<file path="src/rtl/spatial_weighted_centroid_score_unit_defines.svh">
// Assertion macros shared by the centroid score unit.
`ifndef SPATIAL_WEIGHTED_CENTROID_SCORE_UNIT_DEFINES_SVH
`define SPATIAL_WEIGHTED_CENTROID_SCORE_UNIT_DEFINES_SVH
// Implication checked on every clock edge outside reset.
`define SWC_ASSERT(label, ante, cons, msg) \
	label: assert property (@(posedge clk) disable iff (!arst_n) (ante) |-> (cons)) \
		else $error(msg);
// Next-cycle implication.
`define SWC_ASSERT_NEXT(label, ante, cons, msg) \
	label: assert property (@(posedge clk) disable iff (!arst_n) (ante) |=> (cons)) \
		else $error(msg);
`endif

</file>
<file path="src/rtl/swc_pkg.sv">
// Package: widths, payload types and the request record of the centroid score unit.
package swc_pkg;
	localparam int FRAC_BITS = 16;
	localparam int QDEPTH = 4;
	localparam int QAW = 2;
	localparam logic [1:0] ST_OK = 2'd0;
	localparam logic [1:0] ST_ZERO_GAMMA = 2'd1;
	localparam logic [1:0] ST_ZERO_DEV = 2'd2;

	// Request passed from front to back.
	typedef struct packed {
		logic [19:0] pixel;
		logic [7:0]  cls;
		logic [32:0] mag;
		logic [31:0] weight;
		logic [31:0] dev;
		logic [63:0] gamma;
		logic        close_n;
		logic        close_p;
	} req_t;
endpackage

</file>
<file path="src/rtl/swc_front.sv">
// Front end: classifies items, forms |x-m| and gamma, queues the requests.
module swc_front
	import swc_pkg::*;
(
	input  logic         clk,
	input  logic         arst_n,
	input  logic         in_valid,
	output logic         in_ready,
	input  logic [19:0]  pixel_index,
	input  logic [7:0]   class_index,
	input  logic [31:0]  x,
	input  logic [31:0]  m,
	input  logic [31:0]  w,
	input  logic [31:0]  sd,
	input  logic [31:0]  alpha,
	input  logic [31:0]  beta,
	input  logic         lastf,
	input  logic         lastn,
	output logic         req_valid,
	input  logic         req_ready,
	output req_t         req
);
	req_t             mem_q [QDEPTH];
	logic [QAW:0]     cnt_q;
	logic [QAW-1:0]   wp_q, rp_q;
	logic signed [32:0] diff;
	logic [63:0]      ab;
	req_t             nreq;
	logic             push, pop;

	assign in_ready  = (cnt_q != (QAW+1)'(QDEPTH));
	assign push      = in_valid && in_ready;
	assign req_valid = (cnt_q != '0);
	assign pop       = req_valid && req_ready;
	assign req       = mem_q[rp_q];

	// classify and precompute
	always_comb begin
		diff = {x[31], x} - {m[31], m};
		ab = {32'd0, alpha} * {32'd0, beta};
		nreq.pixel   = pixel_index;
		nreq.cls     = class_index;
		nreq.mag     = diff[32] ? 33'(-diff) : 33'(diff);
		nreq.weight  = w;
		nreq.dev     = sd;
		nreq.gamma   = ab >> FRAC_BITS;
		nreq.close_n = lastf || lastn;
		nreq.close_p = lastn;
	end

	always_ff @(posedge clk) begin
		if (push) begin
			mem_q[wp_q] <= nreq;
		end
	end

	always_ff @(posedge clk or negedge arst_n) begin
		if (!arst_n) begin
			cnt_q <= '0;
			wp_q <= '0;
			rp_q <= '0;
		end else begin
			if (push) wp_q <= wp_q + 1'b1;
			if (pop) rp_q <= rp_q + 1'b1;
			cnt_q <= cnt_q + (QAW+1)'(push) - (QAW+1)'(pop);
		end
	end
endmodule

</file>
<file path="config.mk">
export PLATFORM = sky130hd
export DESIGN_NAME = swc_front
export DESIGN_NICKNAME = d
export VERILOG_FILES = /design/src/rtl/spatial_weighted_centroid_score_unit_defines.svh /design/src/rtl/swc_pkg.sv /design/src/rtl/swc_front.sv
export SDC_FILE = /design/constraint.sdc
export NUM_CORES = 2
export LEC_CHECK = 0
export BUFFER_PORTS_ARGS = -buffer_cell sky130_fd_sc_hd__buf_4
export CAP_MARGIN = 20
export CORE_MARGIN = 3
export CORE_UTILIZATION = 30
export CTS_BUF_LIST = sky130_fd_sc_hd__clkbuf_4
export CTS_CLUSTER_DIAMETER = 150
export DETAILED_ROUTE_END_ITERATION = 7
export GPL_ROUTABILITY_DRIVEN = 0
export SKIP_LAST_GASP = 1
export SLEW_MARGIN = 20
export SYNTH_ARGS = -nofsm -noshare
export SYNTH_HDL_FRONTEND = slang
export SYNTH_SLANG_ARGS = --single-unit
</file>
<file path="constraint.sdc">
create_clock -name clk -period 13.65 [get_ports clk]
set_input_delay 0.6825 -clock clk [delete_from_list [all_inputs] [get_ports clk]]
set_output_delay 0.6825 -clock clk [all_outputs]
set_load 0.05 [all_outputs]
</file>
==> impl_metrics.env <==
export IMPL_ant_nets=0
export IMPL_postCtsSetupBuffers=0
export IMPL_hold_viol_final=0
export IMPL_drive_gt1_frac=0.161
export IMPL_htreeDepth=4
export IMPL_synthArstFlopShare=0.00990
export IMPL_rr_worst_depth=6
export IMPL_cp_data_required_time_ns=14.43
export IMPL_whs_path_depth=4
export IMPL_path_max_fanout=32
export IMPL_worstHoldStart="x[0]"
export IMPL_wl_mm=168
export IMPL_wire_per_inst_um=20.6
export IMPL_place_hpwl_mm=121
export IMPL_grt_pass1_vias=42100
export IMPL_grtUsageTotal=0.163
export IMPL_crit_start="beta[9]"
export IMPL_synth_top_flop_cell="edfxtp_1"
export IMPL_antenna_found_initial=16
export IMPL_report_final_setup_viol=0
export IMPL_fin_crit_ns=8.22
export IMPL_hold_path_class="input pin to register"
export IMPL_drc=0
export IMPL_drt_pass1_iterations=5
export IMPL_die_h_um=456
export IMPL_worst_setup_path_start_kind="input pin"
export IMPL_yosysTopAreaCellShare=0.347
export IMPL_synth_top_area_cell="edfxtp_1"
export IMPL_cts_path_max_buffers=3
export IMPL_finalCritPeriodShare=0.602
export IMPL_status="completed"
export IMPL_end_kind="register"
export IMPL_avgSynthCellArea_um2=12.3
export IMPL_cts_sinks=707
export IMPL_cts_root_buf="clkbuf_4"
export IMPL_cp_common_cell="fa_1"
export IMPL_crit_path_cell_trace="buf_4 > and2_1 > fa_1 > fa_1 > inv_1 > fa_1 > fa_1 > inv_1 > fa_1 > fa_1 > fa_1 > inv_1 > fa_1 > inv_1 > ha_1 > nand2_1 > a211o_1 > a311oi_1 > o31a_1 > o21a_1 > a31oi_1 > o311ai_0 > a31oi_1 > a311oi_1"
export IMPL_grt_pass1_wl_mm=259
export IMPL_cts_tree="yes"
export IMPL_die_area_um2=208000
export IMPL_critical_path_slowest_cell="o311ai_0"
export IMPL_design_portCount=419
export IMPL_finalSetupTns_ns=0
export IMPL_maxSlewHeadroom=0.321
export IMPL_syn2layout_area_growth_pct=14.3
export IMPL_ys_warn_count=0
export IMPL_skew_ns=0.0583
export IMPL_path_buf_inv=5
export IMPL_max_freq_mhz=122
export IMPL_worst_pin_slew_ns=1.02
export IMPL_r2r_start="cnt_q[1]$_DFF_PN0_"
export IMPL_die_w_um=456
export IMPL_reg2reg_slack_ns=9.59
export IMPL_netlist_area_um2=60700
export IMPL_drt_iter0_markers=2817
export IMPL_fillers=19600
export IMPL_start_util=0.303
export IMPL_critPathMaxStageDelay_ns=0.72
export IMPL_maxCapViolations=0
export IMPL_ys_types=73
export IMPL_rows=164
export IMPL_arrival_ns=9.01
export IMPL_layout_nets=6780
export IMPL_path_delay_family="adder cells"
export IMPL_final_max_slew_viol_count=0
export IMPL_via_per_inst=4.74
export IMPL_crit_type="input pin to register"
export IMPL_synthCells=4914
export IMPL_synth_area_leaders="edfxtp_1, fa_1, mux4_2"
export IMPL_grt_setup_unrepaired="false"
export IMPL_clk_latency_ns=1.05
export IMPL_cts_buffers=168
export IMPL_hold_buffers=99
export IMPL_port_buffers=402
export IMPL_r2r_end="mem_q[2][30]$_DFFE_PP_"
export IMPL_synth_edff_count=700
export IMPL_grt_start_max_net_pins=65
export IMPL_synth_seq_area_share=0.349
export IMPL_globalRouteOverflowTotal=0
export IMPL_ys_ff_latch=707
export IMPL_path_clk_slew_ns=0.06
export IMPL_core_area_um2=200000
export IMPL_hold_path_endpoint="mem_q[3][114]$_DFFE_PP_"
export IMPL_vias=38600
export IMPL_cts_resized=0
==> cell usage after synthesis (7+ instances only) <==
cell type	number
a21o_1	40
a21oi_1	92
a31oi_1	17
and2_1	583
and3_1	23
buf_1	29
buf_4	16
clkbuf_1	213
dfrtp_1	7
edfxtp_1	700
fa_1	897
ha_1	299
inv_1	922
mux4_2	175
nand2_1	502
nand3_1	15
nand4_1	17
nor2_1	48
nor2b_1	11
nor3_1	19
o211ai_1	8
o21a_1	13
o21ai_0	44
o21ai_1	7
o21bai_1	10
xnor2_1	70
xor2_1	36
==> worst max path at each step <==
stage / cells past startpoint / to / slack [ns]
after floorplan: 26 / mem_q[0][49]$_DFFE_PP_ / 5.60
after global placement: 24 / mem_q[3][49]$_DFFE_PP_ / 4.46
after detailed placement: 24 / mem_q[1][49]$_DFFE_PP_ / 4.31
after CTS: 24 / mem_q[1][49]$_DFFE_PP_ / 5.50
after global routing: 24 / mem_q[1][49]$_DFFE_PP_ / 5.19
final: 24 / mem_q[1][49]$_DFFE_PP_ / 5.43
==> routing by layer <==
metal / global-route usage / up-vias / wire length [um]
met2: 0.281 / 1312 / 84200
li1: - / 16700 / -
met5: 0 / - / 13
met4: 0.0475 / 2 / 4270
met3: 0.0327 / 232 / 10600
met1: 0.208 / 20400 / 68600
==> layout by cell type (no fill, tap or decap), types with 5 or more instances in the layout <==
master / n
o21bai_1: 10
mux4_2: 175
clkinv_1: 32
edfxtp_1: 700
and2_1: 583
or2_2: 5
o211ai_1: 8
nand4_1: 17
diode_2: 7
and3_1: 19
a21o_1: 40
or3_1: 5
a211o_1: 5
dfrtp_1: 5
o21ai_1: 7
nand2b_1: 6
nor2_1: 48
conb_1: 16
ha_1: 299
nor2b_1: 11
o21a_1: 13
a21oi_1: 92
o21ai_0: 44
clkbuf_4: 237
nand3_1: 15
nor3_1: 19
inv_1: 922
xnor2_1: 70
a31oi_1: 17
dlygate4sd3_1: 99
clkinv_2: 11
fa_1: 897
buf_4: 421
nand2_1: 502
nor4_1: 6
xor2_1: 36
==> state kept, by name (all words and copies together) (netlist names) <==
signal  count
mem_q     700
cnt_q       3
rp_q        2
wp_q        2
==> per-stage QoR <==
stage / setup slack [ns] / cell area, um2 / hold WS, ns / util / instances
final: 5.43 / 69300 / 0.307 / 0.346 / 8143
after global placement: 4.46 / 66200 / 0.478 / 0.330 / 7745
after CTS: 5.50 / 69300 / 0.105 / 0.346 / 8136
after floorplan: 5.60 / 60700 / 0.387 / - / 4929
after detailed placement: 4.31 / 66200 / 0.493 / 0.330 / 7745
after global routing: 5.19 / 69300 / 0.176 / 0.346 / 8139
==> worst reg2reg max path, cell delays in order, from the launching register on <==
cell	delay (ns)
dfrtp_1	0.44
nor2_1	0.06
nand2_1	0.19
and3_4	0.59
buf_4	0.77
buf_4	0.76
buf_4	0.78
==> cells by family (layout without fill, tap and decap cells) <==
logic type	after synthesis	after routing	synth area share
AO/OA/AOI/OAI	287	287	0.0308
XOR/XNOR	106	106	0.0153
other	1	23	0.0000618
buffers and inverters	1184	1735	0.0743
AND/OR/NAND/NOR	1256	1256	0.107
flip-flops	707	707	0.349
adder cells (fa/ha/maj)	1196	1196	0.358
multiplexers	177	177	0.0653
==> area by class of cell <==
class | count | area, um2 | area share
flip-flops and latches | 707 | 21200 | 0.306
clock inverters | 55 | 350 | 0.00505
clock buffers | 237 | 1780 | 0.0257
repair buffers | 521 | 4170 | 0.0602
inverters | 922 | 3460 | 0.0499
well taps | 2656 | 3320 | 0.0479
multi-input cells | 3038 | 35000 | 0.505
diodes | 7 | 17.5 | 0.000253
Power is not shown: default switching activity piles up to over one toggle a cycle in this logic, so the estimate is an artifact.
